==> config.mk <==
export PLATFORM = sky130hd
export DESIGN_NAME = matrix_saddle_point_finder
export DESIGN_NICKNAME = d
export VERILOG_FILES = /design/src/hw/rtl/msp_pkg.sv /design/src/hw/rtl/msp_ram.sv /design/src/hw/rtl/matrix_saddle_point_finder.sv
export SDC_FILE = /design/constraint.sdc
export NUM_CORES = 2
export LEC_CHECK = 0
export CORE_MARGIN = 3
export CORE_UTILIZATION = 50
export DETAILED_ROUTE_END_ITERATION = 7
export DONT_BUFFER_PORTS = 1
export GPL_TIMING_DRIVEN = 0
export REMOVE_ABC_BUFFERS = 1
export SLEW_MARGIN = 30
export SYNTH_ARGS = -nofsm -noshare
export SYNTH_HDL_FRONTEND = slang
export SYNTH_SLANG_ARGS = --single-unit
==> constraint.sdc <==
create_clock -name clock -period 4.95 [get_ports clock]
set_input_delay 0.495 -clock clock [delete_from_list [all_inputs] [get_ports clock]]
set_output_delay 0.495 -clock clock [all_outputs]
set_load 0.02 [all_outputs]
==> src/hw/rtl/msp_pkg.sv <==
// Shared constants, types and helper functions of the saddle point finder.
// No dependencies.
`timescale 1ns / 1ps

package msp_pkg;

   localparam int MAX_ROWS  = 8;
   localparam int MAX_COLS  = 8;
   localparam int DEPTH     = MAX_ROWS * MAX_COLS;
   localparam int ROW_W     = (MAX_ROWS > 1) ? $clog2(MAX_ROWS) : 1;
   localparam int COL_W     = (MAX_COLS > 1) ? $clog2(MAX_COLS) : 1;
   localparam int ADDR_W    = (DEPTH > 1) ? $clog2(DEPTH) : 1;
   localparam int DATA_W    = 16;
   localparam int SIZE_W    = 4;
   localparam int CSR_IDX_W = 2;
   localparam int OUT_ROW_W = 3;
   localparam int OUT_COL_W = 3;

   localparam logic [CSR_IDX_W-1:0] CSR_ROWS_IN_USE = 2'd0;
   localparam logic [CSR_IDX_W-1:0] CSR_COLS_IN_USE = 2'd1;

   typedef enum logic [1:0] {
      ST_LOAD,
      ST_READ,
      ST_CHECK,
      ST_RESULT
   } state_type;

   // Last row index in use: zero counts as one row, large values saturate.
   function automatic logic [ROW_W-1:0] row_last(input logic [SIZE_W-1:0] v);
      logic [ROW_W-1:0] res;
      if (v == '0) begin
         res = '0;
      end else if (32'(v) > MAX_ROWS) begin
         res = ROW_W'(MAX_ROWS - 1);
      end else begin
         res = ROW_W'(v - 1'b1);
      end
      return res;
   endfunction

   function automatic logic [COL_W-1:0] col_last(input logic [SIZE_W-1:0] v);
      logic [COL_W-1:0] res;
      if (v == '0) begin
         res = '0;
      end else if (32'(v) > MAX_COLS) begin
         res = COL_W'(MAX_COLS - 1);
      end else begin
         res = COL_W'(v - 1'b1);
      end
      return res;
   endfunction

endpackage

==> src/hw/rtl/msp_ram.sv <==
// Generic single-write, single-read RAM with registered read data.
// No dependencies.
`timescale 1ns / 1ps

module msp_ram #(
   parameter int WIDTH  = 16,
   parameter int DEPTH  = 64,
   parameter int ADDR_W = (DEPTH > 1) ? $clog2(DEPTH) : 1
) (
   input  logic              clock,
   input  logic              wr_en,
   input  logic [ADDR_W-1:0] wr_addr,
   input  logic [WIDTH-1:0]  wr_data,
   input  logic [ADDR_W-1:0] rd_addr,
   output logic [WIDTH-1:0]  rd_data
);

   logic [WIDTH-1:0] mem_ff [DEPTH];
   logic [WIDTH-1:0] rd_data_ff;

   always_ff @(posedge clock) begin
      if (wr_en) begin
         mem_ff[wr_addr] <= wr_data;
      end
      rd_data_ff <= mem_ff[rd_addr];
   end

   assign rd_data = rd_data_ff;

endmodule

==> src/hw/rtl/matrix_saddle_point_finder.sv <==
// Saddle point finder: loads a matrix one element per cycle (ready between jobs).
// After the last element of an R x C job the stored matrix is scanned in row-major
// order, each element with a RAM read state, then a compare state, until the first hit or the end.
// A job loads R*C elements, searches, then hands off its result; one RAM port sets the scan.
// Synchronous reset: sizes 8x8, job counters cleared, matrix memory left uninitialized.
`timescale 1ns / 1ps

module matrix_saddle_point_finder (
   input  logic                                       clock,
   input  logic                                       reset,
   // element input
   input  logic                                       req_valid,
   output logic                                       req_stall,
   input  logic signed [msp_pkg::DATA_W-1:0]          req_element_value,
   // result output
   output logic                                       rsp_valid,
   input  logic                                       rsp_stall,
   output logic                                       rsp_found,
   output logic signed [msp_pkg::DATA_W-1:0]          rsp_saddle_value,
   output logic        [msp_pkg::OUT_ROW_W-1:0]       rsp_saddle_row,
   output logic        [msp_pkg::OUT_COL_W-1:0]       rsp_saddle_col,
   // configuration writes
   input  logic                                       csr_valid,
   output logic                                       csr_ready,
   input  logic        [msp_pkg::CSR_IDX_W-1:0]       csr_index,
   input  logic        [msp_pkg::SIZE_W-1:0]          csr_data
);

   import msp_pkg::*;

   state_type state_ff, state_in;

   logic [SIZE_W-1:0] rows_cfg_ff, cols_cfg_ff;
   logic [ROW_W-1:0]  r_last;
   logic [COL_W-1:0]  c_last;

   logic [ROW_W-1:0]  ld_row_ff;
   logic [COL_W-1:0]  ld_col_ff;
   logic [ADDR_W-1:0] ld_addr_ff;
   logic [ROW_W-1:0]  sc_row_ff;
   logic [COL_W-1:0]  sc_col_ff;
   logic [ADDR_W-1:0] sc_addr_ff;

   logic signed [DATA_W-1:0] run_min_ff;
   logic signed [DATA_W-1:0] row_min_ff [MAX_ROWS];
   logic signed [DATA_W-1:0] col_max_ff [MAX_COLS];

   logic                     res_found_ff;
   logic signed [DATA_W-1:0] res_value_ff;
   logic [OUT_ROW_W-1:0]     res_row_ff;
   logic [OUT_COL_W-1:0]     res_col_ff;

   logic                     req_acc, csr_acc, csr_hit;
   logic                     ld_last_col, ld_last_row, ld_last;
   logic                     sc_last_col, sc_last_row, sc_last;
   logic [COL_W-1:0]         cm_idx;
   logic signed [DATA_W-1:0] cm_rd;
   logic signed [DATA_W-1:0] new_min, new_max;
   logic signed [DATA_W-1:0] mem_rd;
   logic                     hit;

   assign r_last = row_last(rows_cfg_ff);
   assign c_last = col_last(cols_cfg_ff);

   // ---------------------------------------------------------------- handshakes
   always_comb begin
      req_stall = 1'b1;
      csr_ready = 1'b0;
      rsp_valid = 1'b0;
      case (state_ff)
         ST_LOAD: begin
            req_stall = 1'b0;
            csr_ready = 1'b1;
         end
         ST_RESULT: rsp_valid = 1'b1;
         default: ;
      endcase
   end

   assign req_acc = req_valid && !req_stall;
   assign csr_acc = csr_valid && csr_ready;
   assign csr_hit = csr_acc && (csr_index inside {CSR_ROWS_IN_USE, CSR_COLS_IN_USE});

   assign ld_last_col = (ld_col_ff == c_last);
   assign ld_last_row = (ld_row_ff == r_last);
   assign ld_last     = ld_last_col && ld_last_row;
   assign sc_last_col = (sc_col_ff == c_last);
   assign sc_last_row = (sc_row_ff == r_last);
   assign sc_last     = sc_last_col && sc_last_row;

   // ---------------------------------------------------------------- next state
   always_comb begin
      state_in = state_ff;
      case (state_ff)
         ST_LOAD:   if (req_acc && !csr_hit && ld_last) state_in = ST_READ;
         ST_READ:   state_in = ST_CHECK;
         ST_CHECK:  state_in = (hit || sc_last) ? ST_RESULT : ST_READ;
         ST_RESULT: if (!rsp_stall) state_in = ST_LOAD;
         default:   state_in = ST_LOAD;
      endcase
   end

   // ---------------------------------------------------------------- load path
   // One compare unit keeps the running row minimum, one the column maximum.
   assign cm_idx  = (state_ff == ST_LOAD) ? ld_col_ff : sc_col_ff;
   assign cm_rd   = col_max_ff[cm_idx];
   assign new_min = (ld_col_ff == '0 || req_element_value < run_min_ff)
                    ? req_element_value : run_min_ff;
   assign new_max = (ld_row_ff == '0 || req_element_value > cm_rd)
                    ? req_element_value : cm_rd;

   msp_ram #(
      .WIDTH (DATA_W),
      .DEPTH (DEPTH),
      .ADDR_W(ADDR_W)
   ) u_mem (
      .clock  (clock),
      .wr_en  (req_acc),
      .wr_addr(ld_addr_ff),
      .wr_data(req_element_value),
      .rd_addr(sc_addr_ff),
      .rd_data(mem_rd)
   );

   // Element is a saddle point iff it equals both its row minimum and column maximum.
   assign hit = (mem_rd == row_min_ff[sc_row_ff]) && (mem_rd == cm_rd);

   always_ff @(posedge clock) begin
      if (reset) begin
         state_ff    <= ST_LOAD;
         rows_cfg_ff <= SIZE_W'(MAX_ROWS);
         cols_cfg_ff <= SIZE_W'(MAX_COLS);
         ld_row_ff   <= '0;
         ld_col_ff   <= '0;
         ld_addr_ff  <= '0;
         sc_row_ff   <= '0;
         sc_col_ff   <= '0;
         sc_addr_ff  <= '0;
      end else begin
         state_ff <= state_in;
         if (csr_hit) begin
            if (csr_index == CSR_ROWS_IN_USE) begin
               rows_cfg_ff <= csr_data;
            end else begin
               cols_cfg_ff <= csr_data;
            end
            ld_row_ff  <= '0;
            ld_col_ff  <= '0;
            ld_addr_ff <= '0;
         end else if (req_acc) begin
            if (ld_last_col) begin
               ld_col_ff <= '0;
               if (ld_last_row) begin
                  ld_row_ff  <= '0;
                  ld_addr_ff <= '0;
               end else begin
                  ld_row_ff  <= ld_row_ff + 1'b1;
                  ld_addr_ff <= ld_addr_ff + 1'b1;
               end
            end else begin
               ld_col_ff  <= ld_col_ff + 1'b1;
               ld_addr_ff <= ld_addr_ff + 1'b1;
            end
         end
         if (state_ff == ST_LOAD) begin
            sc_row_ff  <= '0;
            sc_col_ff  <= '0;
            sc_addr_ff <= '0;
         end else if (state_ff == ST_CHECK && !hit && !sc_last) begin
            if (sc_last_col) begin
               sc_col_ff <= '0;
               sc_row_ff <= sc_row_ff + 1'b1;
            end else begin
               sc_col_ff <= sc_col_ff + 1'b1;
            end
            sc_addr_ff <= sc_addr_ff + 1'b1;
         end
      end
   end

   // Datapath registers, no reset needed.
   always_ff @(posedge clock) begin
      if (req_acc) begin
         run_min_ff          <= new_min;
         col_max_ff[cm_idx]  <= new_max;
         if (ld_last_col) begin
            row_min_ff[ld_row_ff] <= new_min;
         end
      end
      if (state_ff == ST_CHECK) begin
         if (hit) begin
            res_found_ff <= 1'b1;
            res_value_ff <= mem_rd;
            res_row_ff   <= OUT_ROW_W'(sc_row_ff);
            res_col_ff   <= OUT_COL_W'(sc_col_ff);
         end else begin
            res_found_ff <= 1'b0;
            res_value_ff <= '0;
            res_row_ff   <= '0;
            res_col_ff   <= '0;
         end
      end
   end

   assign rsp_found        = res_found_ff;
   assign rsp_saddle_value = res_value_ff;
   assign rsp_saddle_row   = res_row_ff;
   assign rsp_saddle_col   = res_col_ff;

endmodule

Yosys cells after proc, flatten, opt, wreduce, memory -nomap -nowiden
Memories as Yosys holds them, arrays and structs flattened. A register that Yosys moved wholly into a read port is not among the register bits.
Index checks and enable logic that the tools add are counted.
{"block": "word_totals", "inputBits": 27, "elab_cells": 99, "regBits": 73, "latch_bits": 0, "n_memories": 3, "mem_bits_ro": 0, "out_inout_bits": 26, "ramBits": 1280}
{"name": "u_mem.mem_ff", "words": 64, "width": 16, "read_ports": 1, "rd_ports_with_merged_regs": 1, "wr": 1, "line": "msp_ram.sv:18", "rtl": "logic [WIDTH-1:0] mem_ff [DEPTH];"}
{"name": "col_max_ff", "words": 8, "width": 16, "read_ports": 1, "rd_ports_with_merged_regs": 0, "wr": 1, "line": "matrix_saddle_point_finder.sv:46", "rtl": "logic signed [DATA_W-1:0] col_max_ff [MAX_COLS];"}
{"name": "row_min_ff", "words": 8, "width": 16, "read_ports": 1, "rd_ports_with_merged_regs": 1, "wr": 1, "line": "matrix_saddle_point_finder.sv:45", "rtl": "logic signed [DATA_W-1:0] row_min_ff [MAX_ROWS];"}
{"block": "classes", "muxes": 27, "add_sub_neg": 8, "magnitude_cmp": 4, "shift": 0, "n_mul": 0, "n_eq_ne": 12, "n_reduce_logical": 30, "div": 0, "n_bitwise": 1}
{"operator": "$eq A16 B16 Y1", "count": 2}
{"operator": "$mux W16", "count": 2}
{"operator": "$mux W3", "count": 10}
{"operator": "$gt A16 B16 Y1", "count": 1}
{"operator": "$lt A16 B16 Y1", "count": 1}
{"operator": "$add A3 B1 Y3 const B", "count": 4}
{"operator": "$add A6 B1 Y6 const B", "count": 2}
{"operator": "$eq A3 B3 Y1", "count": 4}
{"operator": "$mux W6", "count": 2}
{"operator": "$logic_and A1 B1 Y1", "count": 10}
{"operator": "$reduce_and A2 Y1", "count": 5}
{"operator": "$mux W1", "count": 9}
{"operator": "$gt A4 B4 Y1 const B", "count": 2}
{"operator": "$logic_not A4 Y1", "count": 2}
{"operator": "$pmux W2 S4", "count": 1}
{"operator": "$logic_not A3 Y1", "count": 2}
{"operator": "$mux W2", "count": 3}
{"operator": "$sub A3 B1 Y3 const B", "count": 2}
{"operator": "$eq A2 B1 Y1 const B", "count": 2}
{"operator": "$eq A2 B2 Y1 const B", "count": 2}
{"operator": "$logic_not A2 Y1", "count": 2}
{"operator": "$reduce_or A2 Y1", "count": 2}
{"operator": "$logic_not A1 Y1", "count": 3}
{"operator": "$logic_or A1 B1 Y1", "count": 3}
{"operator": "other kinds (4)", "count": 4}

Logic depth before layout (Yosys ltp)
An unclocked memory read counts as a cell.
{"block": "depth", "word_depth": 11, "ltp_mapped": 22, "depth_no_buf": 18}

Hierarchy
From an unflattened synthesis, not the netlist that was laid out.
{"block": "unflattened", "hier_cells": 2907, "area_unflattened_um2": 55031.5}
{"mod": "msp_ram", "cells_each": 1829, "area_per_inst_um2": 40042.2, "n_inst": 1, "seq_area_each_um2": 31069.8}
{"mod": "matrix_saddle_point_finder", "cells_each": 1078, "area_per_inst_um2": 14989.4, "n_inst": 1, "seq_area_each_um2": 9599.2}

Worst setup path before layout
OpenSTA, ideal clock, no wires.
{"block": "synth_path", "path_kind": "register to register", "start": "register state_ff[0]", "end": "memory col_max_ff[0][10] (data pin)", "path_buffers": 5, "synth_period_minus_slack_ps": 4595, "t_required_ps": 4720, "stages_incl_launch_ff": 23, "arrival_ps": 4365, "path_slack_ps": 355, "setup_ps": 230, "path_cell_list": "dfxtp_1 buf_2 nor2_1 buf_2 o21a_1 buf_4 buf_2 o22ai_1 or2_2 nor2_1 a31oi_1 ha_1 nor2b_1 o21a_1 o21a_1 o21a_1 o21a_1 o21a_1 o21a_1 o21ai_0 a41oi_1 clkbuf_1 mux2i_1"}
{"block": "synth_between", "elab_chain_len": 6}
{"element": "from (decl)", "line": "matrix_saddle_point_finder.sv:31", "rtl": "state_type state_ff, state_in;"}
{"element": "from (signal assigned)", "line": "matrix_saddle_point_finder.sv:140", "rtl": "state_ff <= state_in;"}
{"element": "$logic_not A2 Y1 *", "line": "matrix_saddle_point_finder.sv:105", "rtl": "assign cm_idx = (state_ff == ST_LOAD) ? ld_col_ff : sc_col_ff;"}
{"element": "$mux W3 *", "line": "matrix_saddle_point_finder.sv:105"}
{"element": "$mem_v2 Z8 W16 *"}
{"element": "$gt A16 B16 Y1", "line": "matrix_saddle_point_finder.sv:109", "rtl": "assign new_max = (ld_row_ff == '0 || req_element_value > cm_rd)"}
{"element": "$logic_or A1 B1 Y1", "line": "matrix_saddle_point_finder.sv:109"}
{"element": "$mux W16 *", "line": "matrix_saddle_point_finder.sv:110", "rtl": "? req_element_value : cm_rd;"}
{"element": "via new_max[10]", "line": "matrix_saddle_point_finder.sv:58", "rtl": "logic signed [DATA_W-1:0] new_min, new_max;"}
{"element": "to (decl)", "line": "matrix_saddle_point_finder.sv:46"}
Mark *: on every way through the listed nets, which the timed path passes. The rest lies on a longest branch.

Worst setup path in the final report
{"block": "layout_path", "start": "register state_ff[1]", "end": "memory col_max_ff[4][3] (data pin)"}
Same word-level chain as after synthesis.

==> out/summary.txt <==
Slew @ Worst Pin - 0.8870 ns
most frequent CP cell - o21a_1
CTS Sinks - 1372
drt first pass iters - 6
r2r worst-path depth - 19
detailed-route vias per instance - 6.165
Vias - 26230
WL/cell - 30.51 um
CTS root buffer - clkbuf_16
Max Slew Vio Count - 0
Crit path max-delay family - compound AO/OA/AOI/OAI gates
WP depth - 19
Buf/Inv on CP - 2
fmax - 0.2073 GHz
area grow syn2layout - 15.13%
row count - 120
DRT antenna net count - 0
worst skew pair latency - 0.74 ns
Clock Path Buffers - 3
CP Launch Type - register
crit path to - col_max_ff[4][3]
Synth area leader - edfxtp_1
Setup CP Type - register to register
Cell variety after synth - 87
Die Y - 336.1 um
crit-path max FO - 19
cts bufs inserted - 140
Max Cap Violations - 0
Max VDD drop - 0.2876 mV
Worst Setup End Kind - register
pwr dens - 379.2 nW/um2
Critical Path RT - 5.41 ns
Worst R2R Setup Slack - 0.13 ns
status - finished clean
Leak - 19.31 nW
Core ar. - 107700 um2
post-synth top area share - 72.70%
dpl cells - 3965
I/O pins - 53
Yosys warning count - 0
CP peak stage delay - 0.42 ns
Mean Syn Cell Area - 20.69 um2
largest net degree at the start of global routing - 65
CTS tree - done
gpl congestion - 0.8579
DR iter-0 viols - 2557
DRT Wirelength - 129.8 mm
post-route clock period utilization - 97.45%
arrival time worst endpoint - 5.28 ns
Total GRT Usage - 23.41%
placed instance area - 57500 um2
layout cells sized above 1 - 28.89%
Synth Instances - 2633
Clk pin slew, worst setup/hold paths - 0.06 ns
FF-to-FF End - col_max_ff[4][3]
Hold Slack - 0.07563 ns
Top FF cell, synth - edfxtp_1
CP startpoint - state_ff[1]
first-pass GRT wire length - 188.0 mm
Period minus WS final - 4.824 ns
NumNets Final - 2811
Synth async-reset ratio - 0%
DIE AREA - 113000 um2
antenna violations before repair - 4
vias in the first global route - 26960
setup violators final - 0
EDFF count, synth - 1319
slowest library cell on the worst path - dfxtp_4
drt drc - 0
worst path cell trace - nor2_4 -> inv_4 -> a31oi_4 -> o22ai_1 -> or2_2 -> nor2_1 -> a31oi_2 -> ha_1 -> nor2b_1 -> o21a_1 -> o21a_1 -> o21a_1 -> o21a_1 -> o21a_1 -> o21a_1 -> o21ai_1 -> a41oi_4 -> buf_16 -> mux2_2
cell area after synthesis - 54480 um2
WHS Path Cells - 2
number of non-filler instances in the completed layout - 4255
Seq/Total Area, Yosys - 74.64%
Design Area, Final - 62730 um2
die width - 336.1 um
worst flop-to-flop path startpoint - state_ff[1]
# H-tree levels - 4
synth top area cells - edfxtp_1 (73%), mux4_2 (15%), dfxtp_1 (1.9%), mux2i_1 (1.0%), ha_1 (0.94%)
slew margin rel. - 39.18%
GRT overflow - 0
post-DP HPWL - 77.32 mm
# diodes - 0
final hold vios - 0
starting density of the core - 50.61%
Port-buffer cells - 0
Synth Register Bits - 1372
setup TNS - 0 ns
Clock Skew - 0.02950 ns
min-delay worst type - input port to register
==> per-layer routing <==
metal | GRT usage [%] | routed length, um
met4 | 6.988 | 3198
met1 | 31.55 | 52110
met5 | 0 | 0
met3 | 4.190 | 7830
met2 | 39.39 | 66670
==> layout by cell type (no fill, tap or decap), types with 8 or more instances in the layout <==
cell type      synthesis  routed
clkbuf_16              0     144
o21ai_0               34      32
nor2_1               113      42
inv_1                 56      54
o22ai_1               15      15
nand2b_1              11      11
a21oi_1               31      31
xnor2_1               28      28
buf_8                  0      18
mux2i_2                0       8
nor3_2                 0      11
dfxtp_2                0       8
edfxtp_1            1319    1319
mux2_2                15      15
and3_1                37      37
nor2b_1               14      13
nand2_1               49      49
mux4_2               362     362
nor3_1                32      21
o221ai_1              12      12
buf_16                 0      36
nand3_1               21      17
bufinv_16              0       9
dlygate4sd3_1          0      11
buf_4                  2      33
a211oi_1              21      21
a21o_1                14      14
dfxtp_1               53      39
ha_1                  41      41
nand4_1               12      12
nor2_4                 1      72
o21a_1                12      10
clkinv_2               0      23
xor2_1                15      15
mux2i_1               56      44
clkbuf_1              80      28
clkinv_1               0      28
==> state kept, by name (all words and copies together) (netlist names), 4 cells and up, named ones only <==
| name | count |
|---|---|
| u_mem.rd_data | 16 |
| ld_addr_ff | 6 |
| run_min_ff | 16 |
| cols_cfg_ff | 4 |
| row_min_ff | 128 |
| rsp_saddle_value | 16 |
| rows_cfg_ff | 4 |
| u_mem.mem_ff | 1024 |
| sc_addr_ff | 6 |
| col_max_ff | 128 |
==> per-stage QoR <==
step                      utilization, %  setup slack [ns]  power, W
after floorplan                        -            -7.267   0.01342
after detailed placement           53.41            -1.093   0.01363
final                              58.27            0.1261   0.02379
after global routing               58.27          -0.02693   0.02449
after CTS                          58.17          -0.04341   0.02397
after global placement             51.68            -12.23   0.01358
==> final cells by class <==
| class | instances | area (um2) |
|---|---|---|
| clock buffers | 172 | 3709 |
| flip-flops and latches | 1372 | 40700 |
| multi-input cells | 1065 | 13850 |
| well taps | 1403 | 1755 |
| clock inverters | 79 | 715.7 |
| inverters | 57 | 224.0 |
| fillers | 7727 | 44930 |
| repair buffers | 107 | 1775 |
==> logic make-up (layout without fill, tap and decap cells) <==
group                    Yosys count  in the layout  synth area share, %
AO/OA/AOI/OAI                    205            206                2.731
multiplexers                     433            433                16.30
flip-flops                      1372           1372                74.64
buffers and inverters            198            415                1.497
AND/OR/NAND/NOR                  339            340                3.158
XOR/XNOR                          43             43               0.6912
adder cells (fa/ha/maj)           43             43               0.9783
==> synthesized netlist by cell type (4+ instances only) <==
cell type	n
mux4_2	362
a21oi_1	31
nand2_1	49
inv_1	56
and3_1	37
nand4_1	12
or2_2	5
nor2_1	113
nand2b_1	11
o22a_1	4
buf_1	32
a221oi_1	4
o2111ai_1	5
mux2i_1	56
o221ai_1	12
o211ai_1	6
a21o_1	14
a31oi_1	6
nor3_1	32
or4_1	5
mux2_2	15
buf_6	5
or3_1	5
o22ai_1	15
xnor2_1	28
nand3b_1	4
o21ai_0	34
nor3b_1	8
dfxtp_1	53
nor4_1	5
nor2b_1	14
edfxtp_1	1319
clkbuf_1	80
buf_2	22
a211oi_1	21
xor2_1	15
o21a_1	12
nand3_1	21
ha_1	41
==> worst min-delay path by stage <==
stage | start | end
global placement | cols_cfg_ff[1] | cols_cfg_ff[1]
CTS | reset | sc_addr_ff[1]
detailed placement | cols_cfg_ff[1] | cols_cfg_ff[1]
floorplan | cols_cfg_ff[1] | cols_cfg_ff[1]
finish | csr_index[0] | rows_cfg_ff[3]
global route | csr_index[0] | rows_cfg_ff[3]
==> where the power goes <==
part	internal [W]	switching, W	total [W]	leakage [nW]
registers	0.0128	0.0000429	0.0128	12.4
clock network	0.00583	0.00437	0.0102	2.15
logic	0.000254	0.000494	0.000748	4.77
total	0.0189	0.00490	0.0238	19.3
==> what timing repair did <==
action,CTS,global route
pin swaps,3,5
gates resized for setup,27,14
buffers inserted,5,5
hold buffers,27,0
cloned,1,1
hold endpoints to repair,1037,0
setup endpoints to repair,161,128
No activity file was read; power rests on OpenSTA's default activity.
